File: config.mk
export PLATFORM = sky130hd
export DESIGN_NAME = three_wheel_omni_odometry
export DESIGN_NICKNAME = d
export VERILOG_FILES = /design/src/rtl/owo_pkg.sv /design/src/rtl/owo_cordic.sv /design/src/rtl/owo_mac.sv /design/src/rtl/three_wheel_omni_odometry.sv
export SDC_FILE = /design/constraint.sdc
export NUM_CORES = 2
export LEC_CHECK = 0
export BUFFER_PORTS_ARGS = -buffer_cell sky130_fd_sc_hd__buf_2
export CELL_PAD_IN_SITES_DETAIL_PLACEMENT = 1
export CELL_PAD_IN_SITES_GLOBAL_PLACEMENT = 2
export CORE_UTILIZATION = 45
export DETAILED_ROUTE_END_ITERATION = 6
export PLACE_DENSITY = 0.95
export SLEW_MARGIN = 20
export SYNTH_ARGS = -nofsm -noshare
export SYNTH_HDL_FRONTEND = slang
export SYNTH_SLANG_ARGS = --single-unit
File: constraint.sdc
create_clock -name clk -period 15.15 [get_ports clk]
set_clock_uncertainty 0.15 [all_clocks]
set_input_delay 3.03 -clock clk [delete_from_list [all_inputs] [get_ports clk]]
set_output_delay 3.03 -clock clk [all_outputs]
set_load 0.01 [all_outputs]
File: src/rtl/owo_pkg.sv
// shared constants, control struct and arctangent table for the omni odometry block
// no dependencies; imported by owo_cordic, owo_mac and three_wheel_omni_odometry
package owo_pkg;

  localparam int ANGLE_BITS_DEF = 16;
  localparam int COEF_FRAC_BITS = 14;
  localparam int COEF_WIDTH     = 18;

  localparam int CORDIC_STEPS = 16;
  localparam int CORDIC_CNT_W = $clog2(CORDIC_STEPS);
  localparam int CORDIC_W     = 34;

  localparam int MAC_A_W = 34;
  localparam int MAC_B_W = 25;
  localparam int MAC_P_W = MAC_A_W + MAC_B_W;
  localparam int ACC_W   = 64;
  // split point of the turn * dt product before it is scaled to angle units
  localparam int TK_SPLIT = 24;

  localparam logic signed [CORDIC_W-1:0] CORDIC_GAIN_Q30 = 34'sd652032874;
  localparam logic signed [MAC_A_W-1:0]  INV_TWO_PI_Q24  = 34'sd2670177;

  typedef struct packed {
    logic init;   // load accumulator with init value
    logic issue;  // operands valid this cycle
    logic neg;    // subtract this product
    logic shl;    // product weighted by 2^TK_SPLIT
  } mac_ctl_t;

  // arctangent of 2^-i in units of 2^-32 turn
  function automatic logic signed [CORDIC_W-1:0] atan_turn(
    input logic [CORDIC_CNT_W-1:0] i
  );
    logic signed [CORDIC_W-1:0] v;
    case (i)
      4'd0:    v = 34'sd536870912;
      4'd1:    v = 34'sd316933406;
      4'd2:    v = 34'sd167458907;
      4'd3:    v = 34'sd85004756;
      4'd4:    v = 34'sd42667331;
      4'd5:    v = 34'sd21354465;
      4'd6:    v = 34'sd10679838;
      4'd7:    v = 34'sd5340245;
      4'd8:    v = 34'sd2670163;
      4'd9:    v = 34'sd1335087;
      4'd10:   v = 34'sd667544;
      4'd11:   v = 34'sd333772;
      4'd12:   v = 34'sd166886;
      4'd13:   v = 34'sd83443;
      4'd14:   v = 34'sd41722;
      default: v = 34'sd20861;
    endcase
    return v;
  endfunction

endpackage

File: src/rtl/owo_cordic.sv
// iterative cordic: sine and cosine in q.30 of a 32-bit binary angle, one step a cycle
// depends on owo_pkg
module owo_cordic import owo_pkg::*; (
  input  logic                       clk,
  input  logic                       rst_n,
  input  logic                       start,
  input  logic [31:0]                ang,
  output logic                       done,
  output logic signed [CORDIC_W-1:0] sin_out,
  output logic signed [CORDIC_W-1:0] cos_out
);

  localparam logic signed [CORDIC_W-1:0] QUARTER = 34'sd1073741824;
  localparam logic signed [CORDIC_W-1:0] HALF    = 34'sd2147483648;
  localparam logic [CORDIC_CNT_W-1:0]    LAST    = CORDIC_CNT_W'(CORDIC_STEPS - 1);

  logic signed [CORDIC_W-1:0] x_r, y_r, z_r;
  logic                       flip_r;
  logic [CORDIC_CNT_W-1:0]    cnt_r;
  logic                       busy_r, done_r;

  logic signed [CORDIC_W-1:0] z_in, z0, dx, dy, at;
  logic                       flip0;

  // fold into the right half plane
  always_comb begin
    z_in  = {{(CORDIC_W-32){ang[31]}}, ang};
    z0    = z_in;
    flip0 = 1'b0;
    if (z_in > QUARTER) begin
      z0    = z_in - HALF;
      flip0 = 1'b1;
    end else if (z_in < -QUARTER) begin
      z0    = z_in + HALF;
      flip0 = 1'b1;
    end
  end

  assign dx = y_r >>> cnt_r;
  assign dy = x_r >>> cnt_r;
  assign at = atan_turn(cnt_r);

  always_ff @(posedge clk) begin
    if (!rst_n) begin
      busy_r <= 1'b0;
      done_r <= 1'b0;
      cnt_r  <= '0;
    end else if (start) begin
      x_r    <= CORDIC_GAIN_Q30;
      y_r    <= '0;
      z_r    <= z0;
      flip_r <= flip0;
      cnt_r  <= '0;
      busy_r <= 1'b1;
      done_r <= 1'b0;
    end else if (busy_r) begin
      if (!z_r[CORDIC_W-1]) begin
        x_r <= x_r - dx;
        y_r <= y_r + dy;
        z_r <= z_r - at;
      end else begin
        x_r <= x_r + dx;
        y_r <= y_r - dy;
        z_r <= z_r + at;
      end
      if (cnt_r == LAST) begin
        busy_r <= 1'b0;
        done_r <= 1'b1;
      end else begin
        cnt_r <= cnt_r + 1'b1;
      end
    end
  end

  assign done    = done_r;
  assign sin_out = flip_r ? -y_r : y_r;
  assign cos_out = flip_r ? -x_r : x_r;

  a_start_runs: assert property (@(posedge clk) disable iff (!rst_n)
    start |=> busy_r && !done_r)
    else $error("cordic did not start");

  a_last_step_done: assert property (@(posedge clk) disable iff (!rst_n)
    (busy_r && !start && cnt_r == LAST) |=> done_r && !busy_r)
    else $error("cordic did not finish after last step");

endmodule

File: src/rtl/owo_mac.sv
// shared signed multiply-accumulate unit: registered product, then accumulate
// depends on owo_pkg
module owo_mac import owo_pkg::*; (
  input  logic                      clk,
  input  logic                      rst_n,
  input  mac_ctl_t                  ctl,
  input  logic signed [MAC_A_W-1:0] op_a,
  input  logic signed [MAC_B_W-1:0] op_b,
  input  logic signed [ACC_W-1:0]   init_val,
  output logic signed [ACC_W-1:0]   acc
);

  logic signed [MAC_P_W-1:0] prod_r;
  logic                      vld_r, neg_r, shl_r;
  logic signed [ACC_W-1:0]   acc_r;
  logic signed [ACC_W-1:0]   prod_ext, addend;

  assign prod_ext = {{(ACC_W-MAC_P_W){prod_r[MAC_P_W-1]}}, prod_r};
  assign addend   = shl_r ? (prod_ext <<< TK_SPLIT) : prod_ext;

  always_ff @(posedge clk) begin
    if (!rst_n) begin
      vld_r <= 1'b0;
    end else begin
      vld_r <= ctl.issue;
    end
  end

  always_ff @(posedge clk) begin
    prod_r <= op_a * op_b;
    neg_r  <= ctl.neg;
    shl_r  <= ctl.shl;
    if (ctl.init) begin
      acc_r <= init_val;
    end else if (vld_r) begin
      acc_r <= neg_r ? (acc_r - addend) : (acc_r + addend);
    end
  end

  assign acc = acc_r;

endmodule

File: src/rtl/three_wheel_omni_odometry.sv
// three-wheel omni odometry top level: config registers, pose state, sequencer
// depends on owo_pkg, owo_cordic and owo_mac
//
// channel  dir  handshake              payload
// in_      in   in_tvalid/in_tready    in_tdata: wheel_a, wheel_b, wheel_c, step_time
//                                      in_tuser: cmd (1 clears pose)
// out_     out  out_tvalid/out_tready  out_tdata: pose_x, pose_y, pose_heading,
//                                      frame_vel_x, frame_vel_y, turn_rate
// cfg_     in   cfg_valid/cfg_ready    cfg_index, cfg_data (coefficient rows 0..2)
//
// an update beat passes 18 products one at a time through the shared multiply-accumulate
// unit, each group of products followed by a drain and a capture slot; the 16-step
// cordic runs alongside the wheel products, and the sequencer waits for its result
// before the rotation. a clear beat goes through the output state into the output
// register.
// in_tready is high only in idle; a result waits in the output register, and a
// following beat is taken meanwhile but holds in its last state until that register
// frees up. reset is synchronous: pose, heading and coefficients clear to zero.
module three_wheel_omni_odometry import owo_pkg::*; #(
  parameter int ANGLE_BITS = ANGLE_BITS_DEF
) (
  input  logic         clk,
  input  logic         rst_n,
  // input beats
  input  logic         in_tvalid,
  output logic         in_tready,
  input  logic [87:0]  in_tdata,   // wheel_a_speed, wheel_b_speed, wheel_c_speed, step_time
  input  logic         in_tuser,   // cmd
  // result beats
  output logic         out_tvalid,
  input  logic         out_tready,
  output logic [151:0] out_tdata,  // pose_x, pose_y, pose_heading, frame_vel_x,
                                   // frame_vel_y, turn_rate
  // coefficient writes
  input  logic         cfg_valid,
  output logic         cfg_ready,
  input  logic [1:0]   cfg_index,
  input  logic [53:0]  cfg_data
);

  // angle integration: product scaled to 2^56 per turn, keep ANGLE_BITS bits
  localparam int HSHIFT = 56 - ANGLE_BITS;
  localparam int TDT_W  = 41;

  localparam logic [1:0] REG_COEF_ROW_0 = 2'd0;
  localparam logic [1:0] REG_COEF_ROW_1 = 2'd1;
  localparam logic [1:0] REG_COEF_ROW_2 = 2'd2;

  localparam logic signed [ACC_W-1:0] RND_COEF = 64'sd1 <<< (COEF_FRAC_BITS - 1);
  localparam logic signed [ACC_W-1:0] RND_ROT  = 64'sd1 <<< 29;
  localparam logic signed [ACC_W-1:0] RND_POS  = 64'sd1 <<< 15;

  typedef enum logic [2:0] {
    S_IDLE, S_ROBOT, S_WAIT, S_ROT, S_TDT, S_TK, S_POS, S_OUT
  } state_t;

  function automatic logic signed [23:0] sat24(input logic signed [ACC_W-1:0] v);
    logic signed [23:0] r;
    if (v > 64'sd8388607) r = 24'sh7FFFFF;
    else if (v < -64'sd8388608) r = 24'sh800000;
    else r = v[23:0];
    return r;
  endfunction

  function automatic logic signed [31:0] sat32(input logic signed [ACC_W-1:0] v);
    logic signed [31:0] r;
    if (v > 64'sd2147483647) r = 32'sh7FFFFFFF;
    else if (v < -64'sd2147483648) r = 32'sh80000000;
    else r = v[31:0];
    return r;
  endfunction

  // configuration and pose state
  logic [53:0]            coef_r [3];
  logic signed [31:0]     pos_x_r, pos_y_r;
  logic [ANGLE_BITS-1:0]  heading_r;

  // per-update working registers
  logic signed [23:0]     wheel_r [3];
  logic [15:0]            dt_r;
  logic signed [23:0]     robot_r [3];
  logic signed [23:0]     vx_r, vy_r;
  logic signed [TDT_W-1:0] t_r;

  // sequencer
  state_t                 state_r;
  logic [2:0]             slot_r;
  logic [1:0]             row_r;
  logic                   out_tvalid_r;
  logic [151:0]           out_tdata_r;

  // shared unit hookup
  mac_ctl_t                  mac_ctl;
  logic signed [MAC_A_W-1:0] mac_a;
  logic signed [MAC_B_W-1:0] mac_b;
  logic signed [ACC_W-1:0]   mac_init;
  logic signed [ACC_W-1:0]   mac_acc;
  logic [2:0]                grp_n;
  logic                      slot_end;

  logic [31:0]               ang32;
  logic                      cor_done;
  logic signed [CORDIC_W-1:0] cor_sin, cor_cos;
  logic                      in_beat;
  logic signed [COEF_WIDTH-1:0] coef_sel;
  logic signed [23:0]        wheel_sel;

  assign in_beat   = in_tvalid && in_tready;
  assign in_tready = (state_r == S_IDLE);
  assign cfg_ready = 1'b1;
  assign ang32     = {heading_r, {(32-ANGLE_BITS){1'b0}}};

  // operand selection for the current product group
  always_comb begin
    case (slot_r[1:0])
      2'd0:    coef_sel = coef_r[row_r][COEF_WIDTH-1:0];
      2'd1:    coef_sel = coef_r[row_r][2*COEF_WIDTH-1:COEF_WIDTH];
      default: coef_sel = coef_r[row_r][3*COEF_WIDTH-1:2*COEF_WIDTH];
    endcase
    case (slot_r[1:0])
      2'd0:    wheel_sel = wheel_r[0];
      2'd1:    wheel_sel = wheel_r[1];
      default: wheel_sel = wheel_r[2];
    endcase
  end

  always_comb begin
    grp_n    = 3'd0;
    mac_a    = '0;
    mac_b    = '0;
    mac_init = '0;
    case (state_r)
      S_ROBOT: begin
        // one row of the inverse kinematics matrix
        grp_n    = 3'd3;
        mac_a    = {{(MAC_A_W-COEF_WIDTH){coef_sel[COEF_WIDTH-1]}}, coef_sel};
        mac_b    = {wheel_sel[23], wheel_sel};
        mac_init = RND_COEF;
      end
      S_ROT: begin
        // vx = cos*fwd - sin*side, vy = sin*fwd + cos*side
        grp_n    = 3'd2;
        mac_a    = (row_r[0] == slot_r[0]) ? cor_cos : cor_sin;
        mac_b    = slot_r[0] ? {robot_r[1][23], robot_r[1]} : {robot_r[0][23], robot_r[0]};
        mac_init = RND_ROT;
      end
      S_TDT: begin
        grp_n    = 3'd1;
        mac_a    = {{(MAC_A_W-16){1'b0}}, dt_r};
        mac_b    = {robot_r[2][23], robot_r[2]};
        mac_init = '0;
      end
      S_TK: begin
        // turn*dt scaled to angle units, in a low and a high part
        grp_n    = 3'd2;
        mac_a    = INV_TWO_PI_Q24;
        mac_b    = slot_r[0] ?
                   {{(MAC_B_W-(TDT_W-TK_SPLIT)){t_r[TDT_W-1]}}, t_r[TDT_W-1:TK_SPLIT]} :
                   {1'b0, t_r[TK_SPLIT-1:0]};
        mac_init = $signed(({{(ACC_W-ANGLE_BITS){1'b0}}, heading_r} << HSHIFT)
                   + (64'd1 << (HSHIFT - 1)));
      end
      S_POS: begin
        // old position folded in at weight 2^16 with the rounding offset
        grp_n    = 3'd1;
        mac_a    = {{(MAC_A_W-16){1'b0}}, dt_r};
        mac_b    = row_r[0] ? {vy_r[23], vy_r} : {vx_r[23], vx_r};
        mac_init = row_r[0] ?
                   (({{32{pos_y_r[31]}}, pos_y_r} <<< 16) + RND_POS) :
                   (({{32{pos_x_r[31]}}, pos_x_r} <<< 16) + RND_POS);
      end
      default: ;
    endcase
    mac_ctl.issue = (slot_r < grp_n);
    mac_ctl.init  = (grp_n != 3'd0) && (slot_r == 3'd0);
    mac_ctl.neg   = (state_r == S_ROT) && (row_r == 2'd0) && (slot_r == 3'd1);
    mac_ctl.shl   = (state_r == S_TK) && (slot_r == 3'd1);
  end

  // products issue, then a drain slot, then the capture slot
  assign slot_end = (slot_r == grp_n + 3'd1);

  owo_mac u_mac (
    .clk      (clk),
    .rst_n    (rst_n),
    .ctl      (mac_ctl),
    .op_a     (mac_a),
    .op_b     (mac_b),
    .init_val (mac_init),
    .acc      (mac_acc)
  );

  owo_cordic u_cordic (
    .clk     (clk),
    .rst_n   (rst_n),
    .start   (in_beat && !in_tuser),
    .ang     (ang32),
    .done    (cor_done),
    .sin_out (cor_sin),
    .cos_out (cor_cos)
  );

  // coefficient registers, an index past the last row is dropped
  always_ff @(posedge clk) begin
    if (!rst_n) begin
      coef_r[0] <= '0;
      coef_r[1] <= '0;
      coef_r[2] <= '0;
    end else if (cfg_valid && cfg_ready) begin
      case (cfg_index)
        REG_COEF_ROW_0: coef_r[0] <= cfg_data;
        REG_COEF_ROW_1: coef_r[1] <= cfg_data;
        REG_COEF_ROW_2: coef_r[2] <= cfg_data;
        default: ;
      endcase
    end
  end

  // sequencer, pose state and output register
  always_ff @(posedge clk) begin
    if (!rst_n) begin
      state_r      <= S_IDLE;
      slot_r       <= '0;
      row_r        <= '0;
      out_tvalid_r <= 1'b0;
      pos_x_r      <= '0;
      pos_y_r      <= '0;
      heading_r    <= '0;
    end else begin
      // a taken result frees the register unless a new one loads this cycle
      if (out_tready && (state_r != S_OUT)) begin
        out_tvalid_r <= 1'b0;
      end
      case (state_r)
        S_IDLE: begin
          if (in_tvalid) begin
            wheel_r[0] <= in_tdata[23:0];
            wheel_r[1] <= in_tdata[47:24];
            wheel_r[2] <= in_tdata[71:48];
            dt_r       <= in_tdata[87:72];
            slot_r     <= '0;
            row_r      <= '0;
            if (in_tuser) begin
              // clear: pose to zero, velocities reported as zero
              pos_x_r    <= '0;
              pos_y_r    <= '0;
              heading_r  <= '0;
              vx_r       <= '0;
              vy_r       <= '0;
              robot_r[2] <= '0;
              state_r    <= S_OUT;
            end else begin
              state_r <= S_ROBOT;
            end
          end
        end
        S_ROBOT: begin
          if (slot_end) begin
            robot_r[row_r] <= sat24(mac_acc >>> COEF_FRAC_BITS);
            slot_r         <= '0;
            if (row_r == 2'd2) begin
              row_r   <= '0;
              state_r <= S_WAIT;
            end else begin
              row_r <= row_r + 2'd1;
            end
          end else begin
            slot_r <= slot_r + 3'd1;
          end
        end
        S_WAIT: begin
          if (cor_done) begin
            state_r <= S_ROT;
          end
        end
        S_ROT: begin
          if (slot_end) begin
            slot_r <= '0;
            if (row_r[0]) begin
              vy_r    <= sat24(mac_acc >>> 30);
              row_r   <= '0;
              state_r <= S_TDT;
            end else begin
              vx_r  <= sat24(mac_acc >>> 30);
              row_r <= 2'd1;
            end
          end else begin
            slot_r <= slot_r + 3'd1;
          end
        end
        S_TDT: begin
          if (slot_end) begin
            t_r     <= mac_acc[TDT_W-1:0];
            slot_r  <= '0;
            state_r <= S_TK;
          end else begin
            slot_r <= slot_r + 3'd1;
          end
        end
        S_TK: begin
          if (slot_end) begin
            // heading wraps modulo a full turn
            heading_r <= mac_acc[HSHIFT +: ANGLE_BITS];
            slot_r    <= '0;
            state_r   <= S_POS;
          end else begin
            slot_r <= slot_r + 3'd1;
          end
        end
        S_POS: begin
          if (slot_end) begin
            slot_r <= '0;
            if (row_r[0]) begin
              pos_y_r <= sat32(mac_acc >>> 16);
              row_r   <= '0;
              state_r <= S_OUT;
            end else begin
              pos_x_r <= sat32(mac_acc >>> 16);
              row_r   <= 2'd1;
            end
          end else begin
            slot_r <= slot_r + 3'd1;
          end
        end
        S_OUT: begin
          // hold until the output register is free
          if (!out_tvalid_r || out_tready) begin
            out_tdata_r  <= {robot_r[2], vy_r, vx_r, ang32[31:16], pos_y_r, pos_x_r};
            out_tvalid_r <= 1'b1;
            state_r      <= S_IDLE;
          end
        end
        default: begin
          state_r <= S_IDLE;
        end
      endcase
    end
  end

  assign out_tvalid = out_tvalid_r;
  assign out_tdata  = out_tdata_r;

  a_rot_after_cordic: assert property (@(posedge clk) disable iff (!rst_n)
    (state_r == S_ROT) |-> cor_done)
    else $error("rotation started before sine and cosine were ready");

  a_mac_quiet: assert property (@(posedge clk) disable iff (!rst_n)
    (state_r == S_IDLE || state_r == S_WAIT || state_r == S_OUT)
      |-> !mac_ctl.issue && !mac_ctl.init)
    else $error("multiply-accumulate unit used outside a product group");

  a_heading_update: assert property (@(posedge clk) disable iff (!rst_n)
    ($past(rst_n) && !$stable(heading_r))
      |-> ($past(state_r) == S_TK) || $past(in_tvalid && in_tready))
    else $error("heading changed outside integration or clear");

endmodule
### Word level (Yosys, flattened, before mapping)

Memories as Yosys holds them, arrays and structs flattened. A register that Yosys moved wholly into a read port is not among the register bits.
Index checks and enable logic that the tools add are counted.

* register bits: 581
* RAM bits: 306
* memory bits (read-only): 480
* input bits: 150
* output and inout bits: 155
* logic and storage cells: 259
* memories: 4

* add/sub/neg operators: 19
* multiply operators: 1
* order comparisons: 9
* eq/ne operators: 31
* shift operators: 2
* muxes and demuxes: 120
* bitwise logic cells: 5
* reductions and logical operators: 44

Memory list
* (name not given): depth 16, bits a word 30, rd ports 1, clocked after memory_dff 1, write ports 0, RTL line owo_pkg.sv:35 `case (i)`
* coef_r: depth 3, bits a word 54, rd ports 1, clocked after memory_dff 1, write ports 3, RTL line three_wheel_omni_odometry.sv:74 `logic [53:0] coef_r [3];`
* robot_r: depth 3, bits a word 24, rd ports 3, clocked after memory_dff 0, write ports 1, RTL line three_wheel_omni_odometry.sv:81 `logic signed [23:0] robot_r [3];`
* wheel_r: depth 3, bits a word 24, rd ports 3, clocked after memory_dff 0, write ports 3, RTL line three_wheel_omni_odometry.sv:79 `logic signed [23:0] wheel_r [3];`

Operators by type and width (count)
* 34-bit 2-to-1 mux: 12
* 24-bit 2-to-1 mux: 14
* 64-bit 2-to-1 mux: 5
* 32-bit 2-to-1 mux: 8
* 64-bit one-hot mux with 4 select lines: 1
* 54-bit 2-to-1 mux: 3
* 24-bit one-hot mux with 2 select lines: 3
* 34-bit one-hot mux with 4 select lines: 1
* 32-bit one-hot mux with 2 select lines: 2
* 25-bit one-hot mux with 5 select lines: 1
* 34-bit adder: 3
* 34-bit subtractor: 3
* 48-bit by 17-bit adder with 49-bit output (second input constant): 2
* 25-bit 2-to-1 mux: 3
* 34-bit negator: 2
* 34-bit by 4-bit >>> shifter with 34-bit output: 2
* 64-bit adder: 1
* 64-bit subtractor: 1
* 34-bit by 25-bit multiplier with 59-bit output: 1
* 56-bit by 40-bit adder with 57-bit output (second input constant): 1
* 50-bit by 24-bit > comparator with 1-bit output (second input constant): 1
* 50-bit by 24-bit < comparator with 1-bit output (second input constant): 1
* 48-bit by 32-bit > comparator with 1-bit output (second input constant): 1
* 48-bit by 32-bit < comparator with 1-bit output (second input constant): 1
* 49 further kinds: 158

### Logic depth before layout (Yosys ltp)

* depth after elaboration: 11
* depth in mapped cells: 39
* gate-level depth less buffers: 37

### Cells and area by module

A second synthesis with hierarchy kept.

* cell total of the unflattened synthesis: 8281
* area, all modules: 82258.9 sq um

By module, submodules not included
* owo_mac: instances 1, cells an instance 4390, area each 39241.4 sq um, sequential area each 3163.0 sq um
* three_wheel_omni_odometry: instances 1, cells an instance 1848, area each 25977.4 sq um, sequential area each 18728.0 sq um
* owo_cordic: instances 1, cells an instance 2043, area each 17040.1 sq um, sequential area each 3813.7 sq um

### Least setup slack after synthesis

No wires, ideal clock.

* path type: flip-flop to flip-flop
* start point: reg slot_r[0]
* end point: reg u_mac.prod_r[57]
* library setup time: 62 ps
* arrival time: 9415 ps
* required time: 14938 ps
* slack: 5523 ps
* stages on the path, launching flop included: 34
* buffers on the path: 6
* period minus slack after synthesis: 9627 ps
* cells stage by stage: dfxtp_1 clkbuf_1 clkinv_1 clkbuf_1 ha_1 clkbuf_1 buf_1 buf_1 a22oi_1 a31oi_1 a221oi_1 nor2_1 fa_1 inv_1 fa_1 inv_1 fa_1 fa_1 fa_1 fa_1 inv_1 fa_1 inv_1 ha_1 clkbuf_1 nand2_1 or4_1 o31ai_1 o21ai_1 a211oi_1 o41a_1 nand4_1 a211o_1 nand3_1

* longest elaborated chain between the ends: 4
* elaborated cells between the ends (all ways): 11
* those cells by class: mul: 1; eq/ne: 2; mux: 7; reduce/logical: 1

RTL lines
* start, declared: RTL line three_wheel_omni_odometry.sv:87 `logic [2:0] slot_r;`
* start signal, assigned: RTL line three_wheel_omni_odometry.sv:268 `slot_r <= slot_r + 3'd1;`
* start signal, assigned: RTL line three_wheel_omni_odometry.sv:288 `slot_r <= slot_r + 3'd1;`
* start signal, assigned: RTL line three_wheel_omni_odometry.sv:297 `slot_r <= slot_r + 3'd1;`
* 2-bit by 1-bit equality test with 1-bit output, or another cell as far along: RTL line three_wheel_omni_odometry.sv:115, three_wheel_omni_odometry.sv:120
* 24-bit one-hot mux with 2 select lines, or another cell as far along: RTL line three_wheel_omni_odometry.sv:120 `case (slot_r[1:0])`
* 25-bit one-hot mux with 5 select lines or 34-bit one-hot mux with 4 select lines (tied branches): RTL line three_wheel_omni_odometry.sv:132 `case (state_r)`
* 34-bit by 25-bit multiplier with 59-bit output *: RTL line owo_mac.sv:30 `prod_r <= op_a * op_b;`
* end signal, assigned: RTL line owo_mac.sv:30
* end, declared: RTL line owo_mac.sv:13 `logic signed [MAC_P_W-1:0] prod_r;`

Every way passes the cells marked *; elsewhere a longest branch is shown, timed or not.
A chain may end at the register's enable or synchronous reset.

### Worst setup path after layout

* start point: reg state_r[1]
* end point: reg u_mac.prod_r[57]

* longest elaborated chain between the ends: 4
* elaborated cells between the ends (all ways): 9
* those cells by class: mul: 1; eq/ne: 5; mux: 2; reduce/logical: 1

RTL lines
* start, declared: RTL line three_wheel_omni_odometry.sv:86 `state_t state_r;`
* start signal, assigned: RTL line three_wheel_omni_odometry.sv:222 `state_r <= S_IDLE;`
* start signal, assigned: RTL line three_wheel_omni_odometry.sv:251 `state_r <= S_OUT;`
* start signal, assigned: RTL line three_wheel_omni_odometry.sv:253 `state_r <= S_ROBOT;`
* 3-bit equality test: RTL line three_wheel_omni_odometry.sv:132
* 2-bit OR reduction (no source line)
* 34-bit one-hot mux with 4 select lines: RTL line three_wheel_omni_odometry.sv:132
* 34-bit by 25-bit multiplier with 59-bit output *: RTL line owo_mac.sv:30

Marked as above.

==> results.md <==
* Status: completed
* Nets@finish at roughly 9900
* WHS Endpoint: out_tdata[108]
* Std-Cell Rows at roughly 160
* Mean routed wirelength per cell at 28.8 um
* Max Cap Viol at 0
* CP max FO at 19
* Initial Util at between 40% and 50%
* Slowest cell on the critical path: a2111oi_1
* YS warnings at 0
* Final Hold Vio Count at 0
* Antenna Nets Post-Route at 0
* Worst setup EP type: register
* Pins Over Slew Limit at 0
* Cts repair resizes at 0
* Total CTS buffers at about 100
* CTS root buf: clkbuf_16
* Num ports at around 310
* Most common flop cell mapped by yosys: edfxtp_1
* Vias per Instance at 6.17
* Final HPWL DP at about 230000 um
* Fraction of layout cells with a size suffix above 1 at around 10%
* Area Growth Syn to Fin at 9.10%
* Sink Count at between 900 and 1000
* Worst r2r src: state_r[1]
* H-tree depth at 3
* Synth Net Count at slightly below 10000
* Crit path max-delay family: adder cells
* Reg2reg path depth at 29
* Unrepaired setup endpoints after global routing: false
* Most frequent cells in the layout: 1027 x inv_1, 974 x nand2_1, 869 x fa_1
* DRC viols at 0
* Die area at around 180000 um^2
* Vias at about 68000
* Worst Path Class, Setup: register to register
* Die W at around 430 um
* Vias in the first global route at just over 70000
* Slew headroom at 9.60%
* Total Wirelength at about 320000 um
* Hold crit path type: register to register
* Hold path start: vy_r[4]
* CTS tree: built
* Port bufs at around 300
* Average size of a mapped cell at roughly 9.7 um^2
* FFs w/ async S/R, synth at 0%
* FF+latch count, synth at roughly 920
* CTS max path bufs at 3
* Critical path origin: state_r[1]
* GR Overflow Total at 0
* R2R setup slack at 3.36 ns
* Critical path launch point type: register
* Die Span Y at 429 um
* Global-route wire length before repair at about 470000 um
* # Post-CTS Setup Buffers at 0
* Initial DRC Count at between 6000 and 7000
* WHS Path Cells at 0
* Pre-antenna DRT Iters at 6
* Setup_tns at 0 ns
* Seq/Total Area, Yosys at a little under a third
* Fin crit share at approximately 80%
* Number of distinct library cells after synthesis at roughly 110
* Initial antenna violation count at 35
* Syn Std Cell Area at 82200 um^2
* Cells after Synth at about 8400
* Insertion delay to the later sink of the worst-skew pair at between 0.7 and 0.8 ns
* Crit path required time at between 15 and 20 ns
* Gr usage total at between 30% and 40%
* Crit Reg-Reg Endpoint: u_mac.prod_r[57]
* Crit path time final at 11.79 ns
* Worst path bufs/invs at 4
* Placer Congestion at approximately 0.95
* Commonest non-fill, non-tap cell in the layout: inv_1
* Slew of the pin with the lowest slew margin at between 1 and 1.5 ns
* Core Region at around 180000 um^2
* CP arrival at approximately 12 ns
* Largest net degree at the start of global routing at 98
* Peak Freq at roughly 85 MHz
* Post-synth EDFFs at 730
* CP max stage delay at roughly 1.2 ns
* Most Frequent Cell on Critical Path: fa_1
* Worst path depth at 29
* Final setup violation count at 0
* Clock edge transition at the registers on the reported setup and hold paths at 0.06 ns
* Hold buffers post-CTS at 0
## how the worst max path moves through the flow
stage	to	slack (ns)
after floorplan	u_mac.prod_r[57]	5.52
after global placement	u_mac.prod_r[57]	3.68
after detailed placement	u_mac.prod_r[57]	3.57
after CTS	u_mac.prod_r[57]	3.53
after global routing	u_mac.prod_r[57]	2.90
final	u_mac.prod_r[57]	3.36
## through the flow
stage | hold slack (ns) | setup slack (ns) | util [%] | cell area (um^2) | std cells
after CTS | 0.302 | 3.53 | 49.5 | 89600 | 11000
after floorplan | 0.268 | 5.52 | - | 82200 | 8447
after global routing | 0.307 | 2.90 | 49.5 | 89700 | 11000
final | 0.305 | 3.36 | 49.5 | 89700 | 11000
after detailed placement | 0.287 | 3.57 | 47.6 | 86300 | 10800
after global placement | 0.280 | 3.68 | 47.6 | 86300 | 10800
## final cells by class
| cell class | count | area, um^2 |
|---|---|---|
| fillers | 20300 | 91500 |
| multi-input cells | 6040 | 51200 |
| flip-flops and latches | 919 | 25700 |
| inverters | 1034 | 3880 |
| well taps | 2370 | 2970 |
| clock buffers | 131 | 2720 |
| repair buffers | 434 | 2500 |
| clock inverters | 53 | 589 |
| diodes | 26 | 65.1 |
## flip-flops by register name, summed over array words and instances, names as in the netlist, 2 cells and up, named ones only
name / cells
u_mac.acc: 64
t_r: 41
u_mac.prod_r: 59
u_cordic.y_r: 34
vy_r: 24
vx_r: 24
coef_r: 162
wheel_r: 72
u_cordic.cnt_r: 4
u_cordic.z_r: 34
robot_r: 72
state_r: 3
heading_r: 16
pos_x_r: 32
slot_r: 3
dt_r: 16
u_cordic.x_r: 34
u_cordic.at: 30
out_tdata: 152
pos_y_r: 32
row_r: 2
## synth_stat cells (42+ instances only)
cell type  count  area share [%]
inv_1       1027             4.7
nand2_1      977             4.5
fa_1         869              21
nor2_1       755             3.4
edfxtp_1     730              27
a21oi_1      515             3.1
clkbuf_1     356             1.6
ha_1         346             5.3
o21ai_0      280             1.7
xnor2_1      203             2.2
dfxtp_1      189             4.6
xor2_1       179             1.9
mux2i_1      162             2.0
and2_1       125            0.95
a21o_1       123             1.1
nand3_1      108            0.66
nor3_1        96            0.58
nor2b_1       86            0.65
a22oi_1       85            0.78
mux2_2        81             1.1
a31oi_1       70            0.53
nand2b_1      68            0.52
a21boi_0      60            0.55
mux4_2        56             1.5
nand4_1       53            0.40
o21a_1        46            0.42
o211ai_1      45            0.41
o22ai_1       45            0.34
buf_1         44            0.20
o21bai_1      44            0.40
nor4_1        42            0.32
## cell families (layout without fill, tap and decap cells)
group                      count (synthesis)  in the layout  synth area share [%]
and+or+nand+nor                         2497           2497                  13.7
buffers and inverters                   1488           1652                  6.97
AOI/OAI and AO/OA                       1641           1641                  12.8
xor gates and xnor gates                 382            382                  4.07
adders and majority gates               1215           1215                  26.4
muxes                                    304            304                  4.75
DFF                                      919            919                  31.3
other                                      1             27               0.00456
## worst reg2reg max path: cells and delay by family (launching register included)
family | cells | cell delay (ns)
AOI/OAI and AO/OA | 7 | 2.89
adders and majority gates | 9 | 4.33
buffers and inverters | 4 | 0.44
DFF | 1 | 0.39
and+or+nand+nor | 9 | 3.57
## metal layers
layer	track usage, %	wire length, um	up-vias
li1	-	-	28800
met1	42.0	117000	34900
met2	56.2	151000	3427
met3	5.84	27000	872
met4	18.9	21200	6
met5	0	42	-
Power is not shown: default switching activity piles up to over one toggle a cycle in this logic, so the estimate is an artifact.
